### config.mk
export PLATFORM = sky130hd
export DESIGN_NAME = bfpa_ram
export DESIGN_NICKNAME = d
export VERILOG_FILES = /design/src/bfpa_ram.sv
export SDC_FILE = /design/constraint.sdc
export NUM_CORES = 1
export LEC_CHECK = 0
export ABC_AREA = 1
export BUFFER_PORTS_ARGS = -buffer_cell sky130_fd_sc_hd__buf_4
export CAP_MARGIN = 20
export CELL_PAD_IN_SITES_DETAIL_PLACEMENT = 1
export CELL_PAD_IN_SITES_GLOBAL_PLACEMENT = 1
export CORE_ASPECT_RATIO = 0.9
export CORE_UTILIZATION = 41
export CTS_CLUSTER_SIZE = 25
export DETAILED_ROUTE_END_ITERATION = 12
export PLACE_DENSITY_LB_ADDON = 0.25
export SYNTH_ARGS = -nofsm -noshare
export SYNTH_HDL_FRONTEND = slang
export SYNTH_SLANG_ARGS = --single-unit
### constraint.sdc
create_clock -name clk_i -period 1.6 [get_ports clk_i]
set_clock_uncertainty 0.1 [all_clocks]
set_input_delay 0.16 -clock clk_i [delete_from_list [all_inputs] [get_ports clk_i]]
set_output_delay 0.16 -clock clk_i [all_outputs]
set_load 0.02 [all_outputs]
### src/bfpa_ram.sv
// Generic single-port-write, single-port-read RAM with registered read.
module bfpa_ram #(
  parameter int unsigned WIDTH = 8,
  parameter int unsigned DEPTH = 16
) (
  input  logic                     clk_i,
  input  logic                     we_i,
  input  logic [$clog2(DEPTH)-1:0] waddr_i,
  input  logic [WIDTH-1:0]         wdata_i,
  input  logic                     re_i,
  input  logic [$clog2(DEPTH)-1:0] raddr_i,
  output logic [WIDTH-1:0]         rdata_o
);
  logic [WIDTH-1:0] mem_q [DEPTH];

  always_ff @(posedge clk_i) begin
    if (we_i) begin
      mem_q[waddr_i] <= wdata_i;
    end
    if (re_i) begin
      rdata_o <= mem_q[raddr_i];
    end
  end
endmodule

---- Yosys cells after proc, flatten, opt, wreduce, memory -nomap -nowiden ----
Memory sizes are Yosys's and may differ from the RTL's. A register that Yosys moved wholly into a read port is not among the register bits.
Cells that the tools add are included.
storage, ports and cells
  bits in registers ....................... 0
  memory bits (writable) .................. 128
  word-level logic and storage cells ...... 3
  memories kept ........................... 1
memories
  name   depth  bits a word  rd ports  clocked after Yosys merged registers in  write ports  line  text
  mem_q  16     8            1         1                                        1            14    logic [WIDTH-1:0] mem_q [DEPTH];
operators by class
  mux-type cells .......................... 2
operators by type and width
  cell              number
  2-to-1 mux 1 bit  2

---- Depth between registers and ports, before layout ----
Gate-level depths: netlist (run 1).
  depth after elaboration ................. 2
  gate-level depth with buffers ........... 8

---- Least setup slack after synthesis (run 1) ----
OpenSTA, ideal clock, no wires.
  kind .................................... input to register
  from .................................... input waddr_i[2]
  to ...................................... memory mem_q[10][0], enable pin
  library setup time ...................... 370 ps
  data arrival time ....................... 741 ps
  required time ........................... 1130 ps
  setup slack ............................. 389 ps
  stages .................................. 2
  buffers on the path ..................... 0
  path through ............................ nand3b_1 > nor2_1
RTL lines
  element      line  text
  from (decl)  8     input logic [$clog2(DEPTH)-1:0] waddr_i,
  to (decl)    14
No word-level cell before the write port.

---- Worst setup path after layout (run 1) ----
  from .................................... register rdata_o[2], read port of mem_q
  to ...................................... output rdata_o[2]
RTL lines
  element      line  text
  from (decl)  12    output logic [WIDTH-1:0] rdata_o
No word-level cell between the ends.

==> flow_summary_export.csv, run 1 <==
group,metric,value,unit
clock_tree,insertion_delay,420,ps
setup_path,criticalPathCategory,"flop to output port",
clock_tree,cts_setup_buffers,0,
die,die_w,127.9,um
sta,slew_violations,0,
clock_tree,cts_hold_buffers,6,
sta,period_needed,1294,ps
placement,dp_hpwl,9617,um
synth,netlist_instances,551,
global_routing,grt_max_degree,65,
clock_tree,cts.reportedPaths.clkPinSlew,60,ps
sta,setup_tns,0,ps
drt,via_per_inst,4.840,
pwr,p_per_area,1228,nW/um2
setup_path,path_cells,"buf_4",
drt,detail-route-antenna-nets,0,
sta,setup_violations,0,
sta,worst_pin_slew,294.8,ps
synth,ys_seq_elements,136,
clock_tree,cts_buffers,17,
setup_path,crit_fanout,1,
die,start_util,41.90,%
pwr,ir_drop,0.0007366,V
setup_path,path_delay_family,"flip-flops",
setup_path,endpoint_kind,"output port",
setup_path,start_kind,"flop",
placement,numPortBuffers,26,
outcome,status,"finished, final reports clean",
clock_tree,clock-sinks,136,
cells_and_area,drive_above_1_share,13.75,%
run,cap_violations,0,
setup_path,cp_slowest_cell,"edfxtp_1",
global_routing,antenna_found_initial,0,
drt,drt_iter0_drc,262,
synth,synth.most_common_cell,"nand2_1",
drt,wire_per_inst,18.45,um
setup_path,worstPathArrival,1030,ps
hold_path,hp-class,"input pin to flop",
clock_tree,cts-root-buf,"clkbuf_16",
die,core_region_area,13950,um2
cells_and_area,syn2layout_area_growth,20.65,%
synth,yosysSeqAreaShare,69.85,%
synth,synth_area,5847,um2
die,io_pins,27,
synth,synth_edf_count,136,
synth,synth_area_per_cell,10.61,um2
synth,synth_top_area_share,69.85,%
drt,drcViolationCount,0,
synth,async_flop_share,0,%
sta,hold_viol_final,0,
pwr,p_leak,3.028,nW
die,core.rowCount,41,
setup_path,regToRegSetupSlack,310,ps
sta,fmax,772.5,MHz
synth,synth_ff_type,"edfxtp_1",
sta,rsz0062_at_grt,"false",
global_routing,grt_overflow,0,
clock_tree,cts_buffer_depth,2,
sta,finalCritPeriodShare,80.90,%
global_routing,grt_pass1_vias,4150,
synth,synth.distinct_cells,11,
drt,wl,14970,um
global_routing,grt_usage,22.71,%
clock_tree,tritoncts,"done",
die,die_area,14740,um2
setup_path,required,1340,ps
synth,yosysTopAreaCell,"edfxtp_1",
synth,synthTopCellsByArea,"edfxtp_1, nand2_1, nand3_1, inv_1, buf_6",
setup_path,path_buf_inv,1,
drt,detailroute.via_count,3925,
die,die_h,115.3,um
placement,globalplace.congestion,0.7619,
drt,first_pass_iters,5,
sta,fin_hold_ws,14.93,ps
clock_tree,cts_resized,0,
synth,synth_top_cells_by_count,"nand2_1, edfxtp_1, inv_1",
clock_tree,htreeDepth,4,
global_routing,grt_pass1_wl,23410,um
sta,max_slew_margin,80.35,%
setup_path,crit_path_max_incr_delay,430,ps
cells_and_area,antenna-diode-count,0,
cells_and_area,final_nets,624,
synth,syn-num-nets,570,
synth,yosysWarningCount,0,
-- placed cells by master (no fill, tap or decap), types with 5 or more instances in the layout --
cell type and count:
buf_12 5, nand2_1 173, buf_4 48, nor2_1 17, dlygate4sd3_1 6, edfxtp_1 136
inv_1 100, nand3_1 97, clkbuf_16 17
-- cell type report --
type | count | area, um2
sequential | 136 | 4084
timing repair buffer | 59 | 520.5
inverter | 102 | 382.9
clock inverter | 13 | 178.9
tap | 193 | 241.5
clock buffer | 19 | 432.9
multi-input combinational | 289 | 1214
fill | 1556 | 6899
-- path summary, 6_finish.rpt --
check,start,endpoint,cells past startpoint
setup / recovery,rdata_o[2],rdata_o[2],1
hold / removal,wdata_i[6],mem_q[7][6],1
setup reg to reg,mem_q[7][6],rdata_o[6],6
hold reg to reg,mem_q[12][1],rdata_o[1],6
-- metrics by stage --
stage                     instances  util [%]  cell area, um2  power (mW)  setup slack, ps
after floorplan                 551         -            5847       4.410            389.2
after global placement          773     45.74            6382       4.663            104.4
after detailed placement        773     45.74            6382       4.682            81.28
after CTS                       811     50.56            7054       8.752            267.6
after global routing            811     50.56            7054       8.943            228.6
final                           811     50.56            7054       8.665            305.6
-- power breakdown --
| part | switching (mW) | internal (mW) | total, mW |
|---|---|---|---|
| logic | 0.384 | 0.195 | 0.578 |
| registers | 0.0234 | 4.01 | 4.04 |
| clock network | 1.46 | 2.59 | 4.05 |
-- sequential cells by signal (all words and copies together), names as in the netlist --
signal   count
mem_q      128
rdata_o      8
-- per-layer routing --
layer / global-route usage [%] / part of all wire (%)
met5: 0 / 0
met4: 9.804 / 1.7
met3: 6.142 / 5.2
met2: 35.58 / 48
met1: 29.89 / 45
-- cells by family (layout without fill, tap and decap cells) --
kind of cell  Yosys count  in the layout  synth area share (%)
buf+inv               126            193                 9.394
flops                 136            136                 69.85
simple gates          289            289                 20.76
Power figures use the tool's default switching activity.
==> inputs of run 2 (changes only) <==
--- a/config.mk
+++ b/config.mk
@@ -5,7 +5,7 @@
 export SDC_FILE = /design/constraint.sdc
 export NUM_CORES = 1
 export LEC_CHECK = 0
-export ABC_AREA = 1
+export ABC_AREA = 0
 export BUFFER_PORTS_ARGS = -buffer_cell sky130_fd_sc_hd__buf_4
 export CAP_MARGIN = 20
 export CELL_PAD_IN_SITES_DETAIL_PLACEMENT = 1
==> constraint.sdc (replaced) <==
create_clock -name clk_i -period 1.22 [get_ports clk_i]
set_clock_uncertainty 0.1 [all_clocks]
set_input_delay 0.122 -clock clk_i [delete_from_list [all_inputs] [get_ports clk_i]]
set_output_delay 0.122 -clock clk_i [all_outputs]
set_load 0.02 [all_outputs]
==> run 2 against run 1 <==
The flow now finishes with violations (setup timing). Cell count fell by 41%. Power rose by 26%. Die area fell by 10%. Clock-buffer cell count rose by 1. Utilization rose by 3.4 points. Global-route usage fell by 4.2 points. Register-to-register slack got worse by 600 ps. Critical path depth rose by 2. Sequential power rose by 31%. Synthesized area fell by 11%. Final area fell by 6.5%. Sequential share of layout area rose by 4.0 points.
==> flow_summary_export.csv, run 2 <==
group,metric,value,unit
synth,yosysTopAreaCell,"edfxtp_1",
cells_and_area,reg_top3,"mem_q: 128 flops, rdata_o: 8 flops",
synth,synthTopCellsByArea,"edfxtp_1, mux4_2, mux4_1, a22oi_1, nor2_1",
global_routing,grt_pass1_vias,2706,
outcome,status,"finished, violations left",
clock_tree,insertion_delay,410,ps
drt,detailroute.via_count,2517,
synth,syn-num-nets,248,
cells_and_area,largest_reg_flops,128,
synth,synth_area,5228,um2
synth,synth_top_area_share,78.12,%
clock_tree,htreeDepth,4,
clock_tree,cts.reportedPaths.clkPinSlew,60,ps
synth,synth_top_cells_by_count,"edfxtp_1, mux4_2, a22oi_1",
drt,via_per_inst,5.299,
die,die_h,109.1,um
drt,detail-route-antenna-nets,0,
die,die_w,121.0,um
sta,finalCritPeriodShare,124.0,%
synth,synth_ff_type,"edfxtp_1",
placement,placed_cell_area,5882,um2
drt,drcViolationCount,0,
synth,synth.distinct_cells,18,
cells_and_area,drive_above_1_share,40.63,%
synth,synth.most_common_cell,"edfxtp_1",
global_routing,grt_usage,18.50,%
sta,rsz0062_at_grt,"true",
die,core_region_area,12220,um2
drt,wl,10670,um
run,cap_violations,0,
setup_path,criticalPathCategory,"flop to flop",
synth,async_flop_share,0,%
setup_path,start_kind,"flop",
cells_and_area,largest_register,"mem_q",
sta,max_slew_margin,41.29,%
synth,yosysSeqAreaShare,78.12,%
synth,synth_area_per_cell,22.83,um2
placement,placedCellCount,434,
placement,dp_hpwl,7193,um
sta,layout_setup_ws,-292.3,ps
cells_and_area,fin_cells,475,
setup_path,worstPathArrival,1570,ps
clock_tree,cts_buffer_depth,2,
pwr,ir_drop,0.0009683,V
sta,hold_viol_final,0,
clock_tree,clock-sinks,136,
cells_and_area,antenna-diode-count,0,
cells_and_area,mostFrequentLayoutCell,"edfxtp_1",
clock_tree,cts_setup_buffers,0,
setup_path,required,1270,ps
cells_and_area,final_cell_mix,"edfxtp_1, buf_4, mux4_2",
global_routing,grt_pass1_wl,16550,um
die,io_pins,27,
global_routing,grt_overflow,0,
pwr,p_leak,2.195,nW
pwr,p_per_area,1652,nW/um2
hold_path,hp-class,"input pin to flop",
sta,slew_violations,0,
sta,setup_violations,11,
drt,wire_per_inst,22.47,um
clock_tree,tritoncts,"done",
die,die_area,13210,um2
setup_path,crit_fanout,1,
sta,worst_pin_slew,877.4,ps
global_routing,grt_max_degree,17,
setup_path,endpoint_kind,"flop",
synth,ys_seq_elements,136,
die,start_util,42.78,%
global_routing,antenna_found_initial,0,
cells_and_area,final_nets,321,
cells_and_area,syn2layout_area_growth,26.18,%
die,core.rowCount,38,
sta,period_needed,1512,ps
placement,numPortBuffers,26,
placement,globalplace.congestion,0.7091,
clock_tree,cts-root-buf,"clkbuf_16",
cells_and_area,stdcell_area,6596,um2
sta,fmax,661.2,MHz
clock_tree,cts_buffers,17,
outcome,failed_checks,"setup timing",
synth,netlist_instances,229,
drt,drt_iter0_drc,271,
synth,synth_edf_count,136,
drt,first_pass_iters,4,
synth,yosysWarningCount,0,
[run 2: per-layer routing]
metal | vias up | share of wire, % | global-route usage, %
met5 | - | 0 | 0
met4 | 0 | 1.7 | 9.259
met3 | 13 | 3.4 | 4.236
met2 | 53 | 49 | 28.53
met1 | 1336 | 46 | 24.90
li1 | 1115 | - | -
[run 2: power breakdown]
part           internal, mW  switching (mW)  leakage (nW)
Combinational         0.321           0.331         0.681
Clock                  3.16            1.78         0.277
Sequential             5.27          0.0373          1.24
[run 2: kinds of logic after synthesis]
kind of cell    Yosys count  share of synthesized area (%)
mux                      32                          14.79
compound gates           16                          2.298
simple gates             35                          3.136
buf+inv                  10                          1.651
flops                   136                          78.12
[run 2: cell type report]
| class | count | area (um2) |
|---|---|---|
| Clock buffer | 20 | 436.7 |
| Clock inverter | 12 | 132.6 |
| Fill cell | 1060 | 5623 |
| Multi-Input combinational cell | 83 | 1096 |
| Sequential cell | 136 | 4084 |
| Tap cell | 160 | 200.2 |
| Timing Repair Buffer | 64 | 646.9 |
[run 2: timing repair]
item / in CTS / in global routing
gates resized for setup: 12 / 2
setup endpoints to repair: 12 / 13
hold endpoints to repair: 136 / 0
hold buffers: 9 / 0
pin swaps: 5 / 0
[run 2: path summary, 6_finish.rpt]
path                                   start     endpoint  slack (ps)  depth (start not counted)
worst max-delay path            mem_q[11][3]   rdata_o[3]        -290                          3
worst min-delay path              waddr_i[1]  mem_q[0][0]         170                          4
worst max register to register  mem_q[11][3]   rdata_o[3]        -290                          3
worst min register to register  mem_q[14][2]   rdata_o[2]         650                          3
[run 2: stage by stage]
step                TNS (ps)  setup WS [ps]  hold slack (ps)  util, %  power, mW
detailed placement    -22380         -512.1            347.4    48.14      6.014
finish                 -2165         -292.3            166.9    53.98      10.90
global route           -2735         -350.3            161.9    53.98      11.23
global placement      -18040         -517.8            335.6    48.14      5.993
CTS                    -2360         -308.0            157.3    53.91      11.00
floorplan              -2689         -202.4            120.9        -      5.710
[run 2: worst max-delay path: stages (launching register included)]
cell and delay [ps]:
edfxtp_1 370, mux4_2 500, a22oi_2 210, nand2_1 80
==> inputs of run 3 (changes only) <==
--- a/config.mk
+++ b/config.mk
@@ -6,7 +6,7 @@
 export NUM_CORES = 1
 export LEC_CHECK = 0
 export ABC_AREA = 0
-export BUFFER_PORTS_ARGS = -buffer_cell sky130_fd_sc_hd__buf_4
+export BUFFER_PORTS_ARGS = -buffer_cell sky130_fd_sc_hd__buf_2
 export CAP_MARGIN = 20
 export CELL_PAD_IN_SITES_DETAIL_PLACEMENT = 1
 export CELL_PAD_IN_SITES_GLOBAL_PLACEMENT = 1
==> run 3 against run 2 <==
The flow still finishes with violations (setup timing). Clock-buffer cell count rose by 1. Non-clock buffer count rose by 8. Clock power rose by 0.8%. Wire length rose by 2.0%. Sequential share of layout area fell by 0.32 points. Utilization rose by 0.28 points. Highest routed layer unchanged. Critical endpoint unchanged. Register-to-register slack got worse by 30 ps.
==> flow_summary_export.csv, run 3 (same netlist as run 2, synthesis figures left out) <==
group,metric,value,unit
setup_path,criticalPathCategory,"flop to flop",
global_routing,antenna_found_initial,0,
sta,period_needed,1546,ps
clock_tree,cts.reportedPaths.clkPinSlew,50,ps
global_routing,grt_usage,18.59,%
clock_tree,insertion_delay,420,ps
cells_and_area,mostFrequentLayoutCell,"edfxtp_1",
cells_and_area,drive_above_1_share,43.34,%
drt,wl,10880,um
drt,via_per_inst,5.246,
setup_path,endpoint_kind,"flop",
drt,drt_iter0_drc,221,
pwr,p_leak,2.218,nW
clock_tree,tritoncts,"done",
drt,drcViolationCount,0,
setup_path,required,1270,ps
placement,pre_cts_slack,-566.0,ps
global_routing,grt_max_degree,18,
placement,dp_hpwl,7167,um
outcome,status,"finished, violations left",
sta,max_slew_margin,45.10,%
setup_path,worstPathArrival,1600,ps
cells_and_area,fin_cells,483,
sta,finalCritPeriodShare,126.7,%
global_routing,grt_pass1_vias,2734,
die,core.rowCount,38,
setup_path,crit_fanout,1,
cells_and_area,fin_util,54.26,%
cells_and_area,final_nets,329,
cells_and_area,largest_register,"mem_q",
drt,first_pass_iters,4,
die,core_region_area,12220,um2
drt,detail-route-antenna-nets,0,
pwr,ir_drop,0.001306,V
cells_and_area,largest_reg_flops,128,
sta,fmax,646.9,MHz
setup_path,start_kind,"flop",
die,die_h,109.1,um
outcome,failed_checks,"setup timing",
cells_and_area,antenna-diode-count,0,
clock_tree,cts_buffers,17,
clock_tree,cts_buffer_depth,2,
die,die_area,13210,um2
cells_and_area,final_cell_mix,"edfxtp_1, mux4_2, buf_4",
sta,rsz0062_at_grt,"true",
clock_tree,clock-sinks,136,
sta,setup_violations,11,
sta,layout_setup_ws,-325.8,ps
cells_and_area,nFillCells,1073,
hold_path,hp-class,"input pin to flop",
die,start_util,42.78,%
sta,worst_pin_slew,820.4,ps
die,io_pins,27,
cells_and_area,reg_top3,"mem_q: 128 flops, rdata_o: 8 flops",
placement,globalplace.congestion,0.7217,
placement,placedCellCount,444,
run,cap_violations,0,
global_routing,grt_pass1_wl,16550,um
die,die_w,121.0,um
placement,numPortBuffers,26,
cells_and_area,syn2layout_area_growth,26.83,%
drt,wire_per_inst,22.53,um
clock_tree,cts-root-buf,"clkbuf_16",
sta,slew_violations,0,
pwr,p_per_area,1651,nW/um2
sta,hold_viol_final,0,
clock_tree,htreeDepth,4,
global_routing,grt_overflow,0,
drt,detailroute.via_count,2534,
run 3: cell types whose count changed in the layout (fill, tap and decap cells not counted), sizes merged:
cell	change
dlygate4sd3	-2
buf	+10
clkinvlp	+1
clkbuf	+1
clkinv	-2
run 3: per-stage QoR:
| step | hold WS (ps) | power, mW | TNS [ps] | cell area, um2 |
|---|---|---|---|---|
| after global routing | 23.31 | 11.27 | -2568 | 6630 |
| after global placement | 412.0 | 5.996 | -19020 | 5904 |
| final | 12.47 | 10.95 | -2183 | 6630 |
| after detailed placement | 417.4 | 6.015 | -20560 | 5904 |
| after floorplan | 120.9 | 5.710 | -2689 | 5264 |
| after CTS | 6.126 | 11.06 | -2423 | 6610 |
run 3: worst max-delay path: stages (launching register included):
cell and delay, ps:
edfxtp_1 370, mux4_2 480, a22oi_2 220, nand2_1 110
run 3: metal layers:
metal,GRT usage (%),part of all wire (%)
met1,25.06,45
met2,28.73,48
met3,5.335,4.8
met4,7.143,1.7
met5,0,0
run 3: path summary, 6_finish.rpt:
check	start	endpoint	slack (ps)	cells past startpoint
worst max-delay path	mem_q[11][3]	rdata_o[3]	-330	3
worst min-delay path	wdata_i[2]	mem_q[0][2]	10	1
worst max register to register	mem_q[11][3]	rdata_o[3]	-330	3
worst min register to register	mem_q[7][6]	rdata_o[6]	660	3
run 3: cell type report:
cell class,count,area (um2),area share (%)
Clock buffer,21,440.4,6.643
Clock inverter,11,130.1,1.963
Multi-Input combinational cell,83,1111,16.76
Sequential cell,136,4084,61.60
Tap cell,160,200.2,3.019
Timing Repair Buffer,72,664.4,10.02
run 3: what timing repair did:
item                       4_1_cts  5_1_grt
gates resized for setup         16        7
setup endpoints to repair       13       14
pin swaps                        2        3
hold endpoints to repair       104        0
setup buffers                    0        0
hold buffers                     7        0
run 3: where the power goes:
group | total [mW] | leakage (nW) | internal, mW | switching [mW]
clock network | 4.98 | 0.271 | 3.17 | 1.80
logic | 0.667 | 0.711 | 0.323 | 0.344
registers | 5.30 | 1.24 | 5.27 | 0.0356
total | 10.9 | 2.22 | 8.76 | 2.18
